===== src/design/rprs_pkg.sv =====
`default_nettype none

package rprs_pkg;

    localparam int TIME_BITS  = 48;
    localparam int GAP_W      = 20;
    localparam int STEP_W     = 9;
    localparam int HOLD_MS_W  = 13;
    localparam int HOLD_US_W  = 23;
    localparam int CFG_DATA_W = 20;
    localparam int CFG_IDX_W  = 2;

    localparam logic [GAP_W-1:0]     MIN_GAP_US        = GAP_W'(5000);
    localparam logic [HOLD_US_W-1:0] US_PER_MS         = HOLD_US_W'(1000);
    localparam logic [STEP_W-1:0]    RST_GAP_STEP_US   = STEP_W'(30);
    localparam logic [GAP_W-1:0]     RST_INITIAL_GAP   = GAP_W'(200000);
    localparam logic [HOLD_US_W-1:0] RST_HOLD_LIMIT_US = HOLD_US_W'(1000000);

    typedef enum logic [CFG_IDX_W-1:0] {
        CFG_GAP_STEP    = 2'd0,
        CFG_INITIAL_GAP = 2'd1,
        CFG_FINAL_HOLD  = 2'd2,
        CFG_RESTART     = 2'd3
    } t_cfg_idx;

    typedef struct packed {
        logic [TIME_BITS-1:0] now_us;
        logic                 reset_request;
    } t_in_beat;

    typedef struct packed {
        logic             fire_pulse;
        logic             hold_on;
        logic [GAP_W-1:0] gap_now_us;
    } t_out_beat;

    typedef struct packed {
        logic [STEP_W-1:0]    gap_step_us;
        logic [GAP_W-1:0]     initial_gap_us;
        logic [HOLD_US_W-1:0] hold_limit_us;
        logic                 restart_after_climb;
    } t_cfg;

endpackage

`default_nettype wire


===== src/design/rprs_cfg.sv =====
`default_nettype none

module rprs_cfg (
    input  wire logic                           i_clk,
    input  wire logic                           i_rst_n,
    input  wire logic                           i_cfg_we,
    input  wire logic [rprs_pkg::CFG_IDX_W-1:0] i_cfg_idx,
    input  wire logic [rprs_pkg::CFG_DATA_W-1:0] i_cfg_data,
    output rprs_pkg::t_cfg                      o_cfg
);
    import rprs_pkg::*;

    t_cfg r_cfg;
    logic [HOLD_US_W-1:0] hold_us;

    // ms to us once, at write time
    assign hold_us = HOLD_US_W'(i_cfg_data[HOLD_MS_W-1:0]) * US_PER_MS;

    always_ff @(posedge i_clk) begin
        if (!i_rst_n) begin
            r_cfg.gap_step_us         <= RST_GAP_STEP_US;
            r_cfg.initial_gap_us      <= RST_INITIAL_GAP;
            r_cfg.hold_limit_us       <= RST_HOLD_LIMIT_US;
            r_cfg.restart_after_climb <= 1'b0;
        end else if (i_cfg_we) begin
            case (t_cfg_idx'(i_cfg_idx))
                CFG_GAP_STEP:    r_cfg.gap_step_us         <= i_cfg_data[STEP_W-1:0];
                CFG_INITIAL_GAP: r_cfg.initial_gap_us      <= i_cfg_data[GAP_W-1:0];
                CFG_FINAL_HOLD:  r_cfg.hold_limit_us       <= hold_us;
                CFG_RESTART:     r_cfg.restart_after_climb <= i_cfg_data[0];
                default: begin
                end
            endcase
        end
    end

    assign o_cfg = r_cfg;

endmodule

`default_nettype wire


===== src/design/rprs_step.sv =====
`default_nettype none

module rprs_step (
    input  wire logic                 i_clk,
    input  wire logic                 i_rst_n,
    input  wire rprs_pkg::t_cfg       i_cfg,
    input  wire logic                 i_en,
    input  wire rprs_pkg::t_in_beat   i_beat,
    output rprs_pkg::t_out_beat       o_beat
);
    import rprs_pkg::*;

    logic [GAP_W-1:0]     r_gap,        n_gap;
    logic [TIME_BITS-1:0] r_next_fire,  n_next_fire;
    logic [TIME_BITS-1:0] r_hold_start, n_hold_start;
    logic                 r_in_final,   n_in_final;
    logic                 r_hold_level, n_hold_level;

    logic [GAP_W-1:0]     gap_b;
    logic [TIME_BITS-1:0] hold_start_b;
    logic                 in_final_b;
    logic                 hold_level_b;
    logic [TIME_BITS-1:0] now;
    logic [TIME_BITS-1:0] held_for;
    logic [TIME_BITS:0]   sched;
    logic [GAP_W-1:0]     step_ext;
    logic                 expire;
    logic                 fire;

    always_comb begin
        now      = i_beat.now_us;
        step_ext = GAP_W'(i_cfg.gap_step_us);

        // requested reset applies before the tick
        if (i_beat.reset_request) begin
            gap_b        = i_cfg.initial_gap_us;
            hold_start_b = '0;
            in_final_b   = 1'b0;
            hold_level_b = 1'b0;
        end else begin
            gap_b        = r_gap;
            hold_start_b = r_hold_start;
            in_final_b   = r_in_final;
            hold_level_b = r_hold_level;
        end

        held_for = now - hold_start_b;
        expire   = in_final_b && i_cfg.restart_after_climb && (now > hold_start_b)
                   && (held_for > TIME_BITS'(i_cfg.hold_limit_us));

        n_gap        = gap_b;
        n_hold_start = hold_start_b;
        n_in_final   = in_final_b;
        n_hold_level = hold_level_b;
        n_next_fire  = r_next_fire;
        fire         = 1'b0;
        sched        = '0;

        if (expire) begin
            n_gap        = i_cfg.initial_gap_us;
            n_hold_start = '0;
            n_in_final   = 1'b0;
            n_hold_level = 1'b0;
        end else if (now > r_next_fire) begin
            fire = 1'b1;
            if (!in_final_b) begin
                if (gap_b < MIN_GAP_US + step_ext) begin
                    n_gap        = MIN_GAP_US;
                    n_in_final   = 1'b1;
                    n_hold_start = now;
                    n_hold_level = 1'b1;
                end else begin
                    n_gap = gap_b - step_ext;
                end
            end
            // saturate the schedule at the top of the time range
            sched       = {1'b0, now} + (TIME_BITS + 1)'(n_gap);
            n_next_fire = sched[TIME_BITS] ? '1 : sched[TIME_BITS-1:0];
        end

        o_beat.fire_pulse = fire;
        o_beat.hold_on    = n_hold_level;
        o_beat.gap_now_us = n_gap;
    end

    always_ff @(posedge i_clk) begin
        if (!i_rst_n) begin
            r_gap        <= RST_INITIAL_GAP;
            r_next_fire  <= '0;
            r_hold_start <= '0;
            r_in_final   <= 1'b0;
            r_hold_level <= 1'b0;
        end else if (i_en) begin
            r_gap        <= n_gap;
            r_next_fire  <= n_next_fire;
            r_hold_start <= n_hold_start;
            r_in_final   <= n_in_final;
            r_hold_level <= n_hold_level;
        end
    end

endmodule

`default_nettype wire


===== src/design/ramping_pulse_rate_sequencer_top.sv =====
// Ramping pulse-rate sequencer.
// Input channel (i_in_valid / o_in_ready / i_in) carries one timestamp tick per beat:
// now_us and reset_request. Output channel (o_out_valid / i_out_ready / o_out)
// returns one beat per tick: fire_pulse, hold_on and the gap after the tick.
// Configuration is a write-only port (i_cfg_we, i_cfg_idx, i_cfg_data): index 0 gap
// step, 1 initial gap, 2 final hold in ms, 3 restart after climb. Write only while idle.
// A tick accepted into the input register passes through the step logic into the
// output register. Throughput: one tick per cycle while the receiver does not stall.
// The per-tick compare, subtract, clamp and schedule add sit in combinational logic
// between the two registers; the sequencer state updates as the output register loads.
// Reset (i_rst_n low, synchronous) drops both pipeline registers, returns the
// configuration to its defaults and restarts the climb with the next pulse due at zero.
// When the receiver stalls, the result holds in the output register; one more tick
// is taken into the input register, after which o_in_ready drops until the
// output beat is taken.
`default_nettype none

module ramping_pulse_rate_sequencer_top (
    input  wire logic                            i_clk,
    input  wire logic                            i_rst_n,
    input  wire logic                            i_in_valid,
    output logic                                 o_in_ready,
    input  wire rprs_pkg::t_in_beat              i_in,
    output logic                                 o_out_valid,
    input  wire logic                            i_out_ready,
    output rprs_pkg::t_out_beat                  o_out,
    input  wire logic                            i_cfg_we,
    input  wire logic [rprs_pkg::CFG_IDX_W-1:0]  i_cfg_idx,
    input  wire logic [rprs_pkg::CFG_DATA_W-1:0] i_cfg_data
);
    import rprs_pkg::*;

    t_cfg      cfg;
    t_in_beat  r_in;
    logic      r_in_vld;
    t_out_beat r_out;
    logic      r_out_vld;
    t_out_beat step_out;
    logic      advance;
    logic      step_en;

    assign advance    = !r_out_vld || i_out_ready;
    assign step_en    = r_in_vld && advance;
    assign o_in_ready = !r_in_vld || advance;

    rprs_cfg u_cfg (
        .i_clk      (i_clk),
        .i_rst_n    (i_rst_n),
        .i_cfg_we   (i_cfg_we),
        .i_cfg_idx  (i_cfg_idx),
        .i_cfg_data (i_cfg_data),
        .o_cfg      (cfg)
    );

    rprs_step u_step (
        .i_clk   (i_clk),
        .i_rst_n (i_rst_n),
        .i_cfg   (cfg),
        .i_en    (step_en),
        .i_beat  (r_in),
        .o_beat  (step_out)
    );

    always_ff @(posedge i_clk) begin
        if (!i_rst_n) begin
            r_in_vld <= 1'b0;
        end else if (o_in_ready) begin
            r_in_vld <= i_in_valid;
        end
    end

    always_ff @(posedge i_clk) begin
        if (o_in_ready && i_in_valid) begin
            r_in <= i_in;
        end
    end

    always_ff @(posedge i_clk) begin
        if (!i_rst_n) begin
            r_out_vld <= 1'b0;
        end else if (advance) begin
            r_out_vld <= r_in_vld;
        end
    end

    always_ff @(posedge i_clk) begin
        if (step_en) begin
            r_out <= step_out;
        end
    end

    assign o_out_valid = r_out_vld;
    assign o_out       = r_out;

endmodule

`default_nettype wire


===== config.mk =====
export PLATFORM = sky130hd
export DESIGN_NAME = ramping_pulse_rate_sequencer_top
export DESIGN_NICKNAME = d
export VERILOG_FILES = /design/src/design/rprs_pkg.sv /design/src/design/rprs_cfg.sv /design/src/design/rprs_step.sv /design/src/design/ramping_pulse_rate_sequencer_top.sv
export SDC_FILE = /design/constraint.sdc
export NUM_CORES = 1
export LEC_CHECK = 0
export BUFFER_PORTS_ARGS = -buffer_cell sky130_fd_sc_hd__buf_2
export CAP_MARGIN = 20
export CORE_AREA = 3 3 280 144
export DETAILED_ROUTE_END_ITERATION = 7
export DIE_AREA = 0 0 283 147
export PLACE_DENSITY = 0.74
export REMOVE_ABC_BUFFERS = 1
export SKIP_CTS_REPAIR_TIMING = 1
export SYNTH_ARGS = -nofsm -noshare
export SYNTH_HDL_FRONTEND = slang
export SYNTH_HIERARCHICAL = 1
export SYNTH_SLANG_ARGS = --single-unit

===== constraint.sdc =====
create_clock -name i_clk -period 15.3 [get_ports i_clk]
set_input_delay 1.53 -clock i_clk [delete_from_list [all_inputs] [get_ports i_clk]]
set_output_delay 1.53 -clock i_clk [all_outputs]
set_load 0.01 [all_outputs]

==> summary.md <==
| Metric | Value |
|---|---|
| DR vias/cell | `5.950` |
| GPL Wtd Cong | `1.009` |
| Clock Pin Slew Worst Setup and Hold Paths | `0.06 ns` |
| Status | `completed` |
| All-layer global routing usage | `0.2400` |
| Synth cell types | `91` |
| Compound-Gate Fraction of Synth Area | `0.2310` |
| Max_cap viols | `0` |
| Worst EP arrival | `7.98 ns` |
| Max Slew Vio Count | `0` |
| Post-Syn Area | `0.01902 mm2` |
| Pwr dens | `103.1 mW/mm2` |
| Yosys warnings | `6` |
| WL/cell | `18.97 um` |
| Die height | `147 um` |
| Post-layout minimum cycle time | `7.562 ns` |
| Final Hold Fails | `0` |
| CTS tree | `done` |
| Max clock buf depth | `3` |
| Ratio of cells with drive above 1 in the final layout | `0.1088` |
| Most common cell after layout, fill and taps aside | `nand2_1` |
| Startpoint types | `flip-flop` |
| Critical Path RT | `15.72 ns` |
| Total Routed Length | `51910 um` |
| Synth async-reset ratio | `0` |
| Vias in the first global route | `15.15k` |
| Clock Sinks | `241` |
| Synthesis-stage register bit count | `241` |
| Fin crit share | `0.4943` |
| Worst-Margin Slew | `1.087 ns` |
| Buffers and inverters on the worst path | `2` |
| Kind of critical path | `flip-flop to flip-flop` |
| Mapped Cells | `2164` |
| Worst setup EP type | `flip-flop` |
| Fill count | `3450` |
| Synth Area in Simple Gates | `0.1565` |
| RSZ-0062 raised after global routing | `no` |
| Setup TNS | `0 ns` |
| Critical path depth in cells | `24` |
| Initial Util | `0.5058` |
| Initial antenna violation count | `3` |
| Worst-path cell chain | `buf_4 -> inv_1 -> nand2_1 -> fa_1 -> a211oi_1 -> o211ai_1 -> a21boi_0 -> a31oi_1 -> o21ai_0 -> nand3_1 -> nand2_1 -> xor2_1 -> ha_1 -> nand4_1 -> or4_1 -> nor2_1 -> mux2_2 -> a21o_1 -> nand4_1 -> nor4_2 -> and4_1 -> a21oi_2 -> or3_4 -> o221a_1` |
| Worst Setup SP | `r_in[0]` |
| Min-Delay Path Depth | `2` |
| Detailed-route DRC error count | `0` |
| Max FO, Critical Path | `47` |
| Worst r2r path cells | `24` |
| Leakage power | `8.557 nW` |
| Via Count | `16.28k` |
| Final HPWL DP | `38720 um` |
| Slew margin rel. | `0.2751` |
| Worst-Skew Late Latency | `0.55 ns` |
| H-tree depth | `1` |
| Die area | `0.04160 mm2` |
| First-pass GRT wire length | `81610 um` |
| Max incr delay on CP | `0.68 ns` |
| Largest net degree at the start of global routing | `93` |
| CTS root buffer | `clkbuf_16` |
| Max stage delay cell, worst path | `or3_4` |
| Sequential area share after synthesis | `0.2911` |
| IO Port Bufs | `99` |
| Synth Area in XOR/XNOR | `0.04514` |
| Number of iterations in the first detailed-routing pass | `8` |
| Hold Crit Start | `u_cfg/o_cfg[12]` |
| Max IR drop VDD | `0.07774 mV` |
| FP Rows | `50` |
| Final instance area | `0.02059 mm2` |
| # setup viols final | `0` |
| Largest family of logic cells by synthesized area | `compound AO/OA/AOI/OAI gates` |
| Crit-path leading delay family | `simple AND/OR/NAND/NOR gates` |
| Layout Nets | `2521` |
| Placed cell area | `0.01979 mm2` |
| Fmax | `132.2 MHz` |
| CTS buffer count | `25` |
| HP Class | `flip-flop to flip-flop` |
| Ports | `100` |
| Total core area | `0.03760 mm2` |
| GRT Residual Overflow | `0` |
| Die width | `283 um` |
| Routed Antenna Nets | `0` |
| Most frequent cells in the layout | `nand2_1, ha_1, inv_1` |
| Post-synthesis adder-cell area fraction | `0.1816` |
| R2R Setup Slk | `7.74 ns` |
| Area Overhead vs Synth | `8.264%` |
| R2R Path Start | `r_in[0]` |
| Clk_skew | `0.02120 ns` |
| Multiplexer share of the synthesized area | `0.03119` |
| Main synth FF type | `dfxtp_1` |
| Initial DRC count | `1396` |
| EDFF count, synth | `71` |
| Synthesized area per cell | `8.787 um2` |
## sequential cells by signal, summed over array words and instances, names as in the netlist
| register | cells |
|---|---|
| r_in | 49 |
| u_step/r_in_final | 1 |
| o_out_valid | 1 |
| o_out | 22 |
| r_in_vld | 1 |
| u_step/r_next_fire | 48 |
| u_step/r_hold_level | 1 |
| u_step/r_hold_start | 48 |
| u_step/r_gap | 20 |
| u_cfg/o_cfg | 50 |
## final timing paths
path	to
max	u_step/r_next_fire[28]
min	u_cfg/o_cfg[12]
min reg2reg	u_cfg/o_cfg[12]
max reg2reg	u_step/r_next_fire[28]
## per-layer routing
layer,track usage,share of wire,vias up
li1,-,-,7940
met1,0.3349,0.46,7715
met2,0.3812,0.44,535
met3,0.04760,0.073,85
met4,0.06198,0.027,4
met5,0,0.00044,-
## cells in the mapped netlist, drive strengths merged, types with 9 or more instances
| cell type | count | area, um2 |
|---|---|---|
| buf | 45 | 272.8 |
| nor2 | 107 | 401.6 |
| ha | 204 | 2552 |
| and3 | 18 | 112.6 |
| a22o | 49 | 429.2 |
| a211oi | 14 | 105.1 |
| a31oi | 16 | 100.1 |
| or3 | 9 | 61.31 |
| nor2b | 23 | 151.4 |
| xnor2 | 62 | 543.0 |
| mux2 | 34 | 382.9 |
| nor4 | 12 | 81.33 |
| fa | 45 | 900.9 |
| a21boi | 33 | 247.7 |
| o31ai | 9 | 67.56 |
| nand4 | 57 | 356.6 |
| inv | 186 | 698.2 |
| xor2 | 36 | 315.3 |
| o211ai | 39 | 292.8 |
| clkbuf | 62 | 232.7 |
| o21ba | 9 | 90.09 |
| o21bai | 9 | 67.56 |
| and4 | 12 | 105.1 |
| edfxtp | 71 | 2132 |
| a211o | 11 | 96.34 |
| nand2b | 9 | 56.30 |
| mux2i | 21 | 210.2 |
| and2 | 11 | 68.82 |
| dfxtp | 170 | 3403 |
| nand2 | 237 | 889.6 |
| a21o | 51 | 382.9 |
| nand3 | 54 | 270.3 |
| o221a | 47 | 529.3 |
| a21oi | 151 | 778.3 |
| nor3 | 38 | 190.2 |
| o21a | 25 | 187.7 |
| o21ai | 93 | 469.2 |
## final cells by class
class	instances	area, um2	share of cell area
antenna	1	2.502	0.0001216
clock buffer	34	689.4	0.03349
clock inverter	12	90.09	0.004376
inverter	186	698.2	0.03391
multi-input combinational	1632	12330	0.5988
sequential	241	5535	0.2689
tap	520	650.6	0.03160
timing repair buffer	110	593.1	0.02881
## worst min-delay path: stages, from the launching register on
cell	delay [ns]
dfxtp_1	0.31
nand2_1	0.05
a21boi_1	0.05
## logic make-up after synthesis
| logic type | count (synthesis) |
|---|---|
| AO/OA/AOI/OAI | 613 |
| XOR/XNOR | 98 |
| adder cells (fa/ha/maj) | 249 |
| buffers and inverters | 293 |
| flip-flops | 241 |
| multiplexers | 55 |
| other | 1 |
| AND/OR/NAND/NOR | 614 |
## metrics by stage
stage,power (mW),std cells,setup WS (ns),utilization,hold WS [ns]
2_1_floorplan,1.325,2059,7.122,-,0.4308
3_3_place_gp,1.508,2688,7.913,0.5262,0.4430
3_5_place_dp,1.521,2688,7.730,0.5262,0.4442
4_1_cts,2.119,2734,7.628,0.5470,0.4512
5_1_grt,2.251,2736,7.388,0.5476,0.4777
6_report,2.122,2736,7.738,0.5476,0.4500
## where the power goes
group / switching, mW / internal, mW / total (mW)
logic: 0.470 / 0.327 / 0.796
registers: 0.0339 / 0.698 / 0.732
clock network: 0.261 / 0.333 / 0.593
Note: power is estimated with default switching activity, not from simulation.
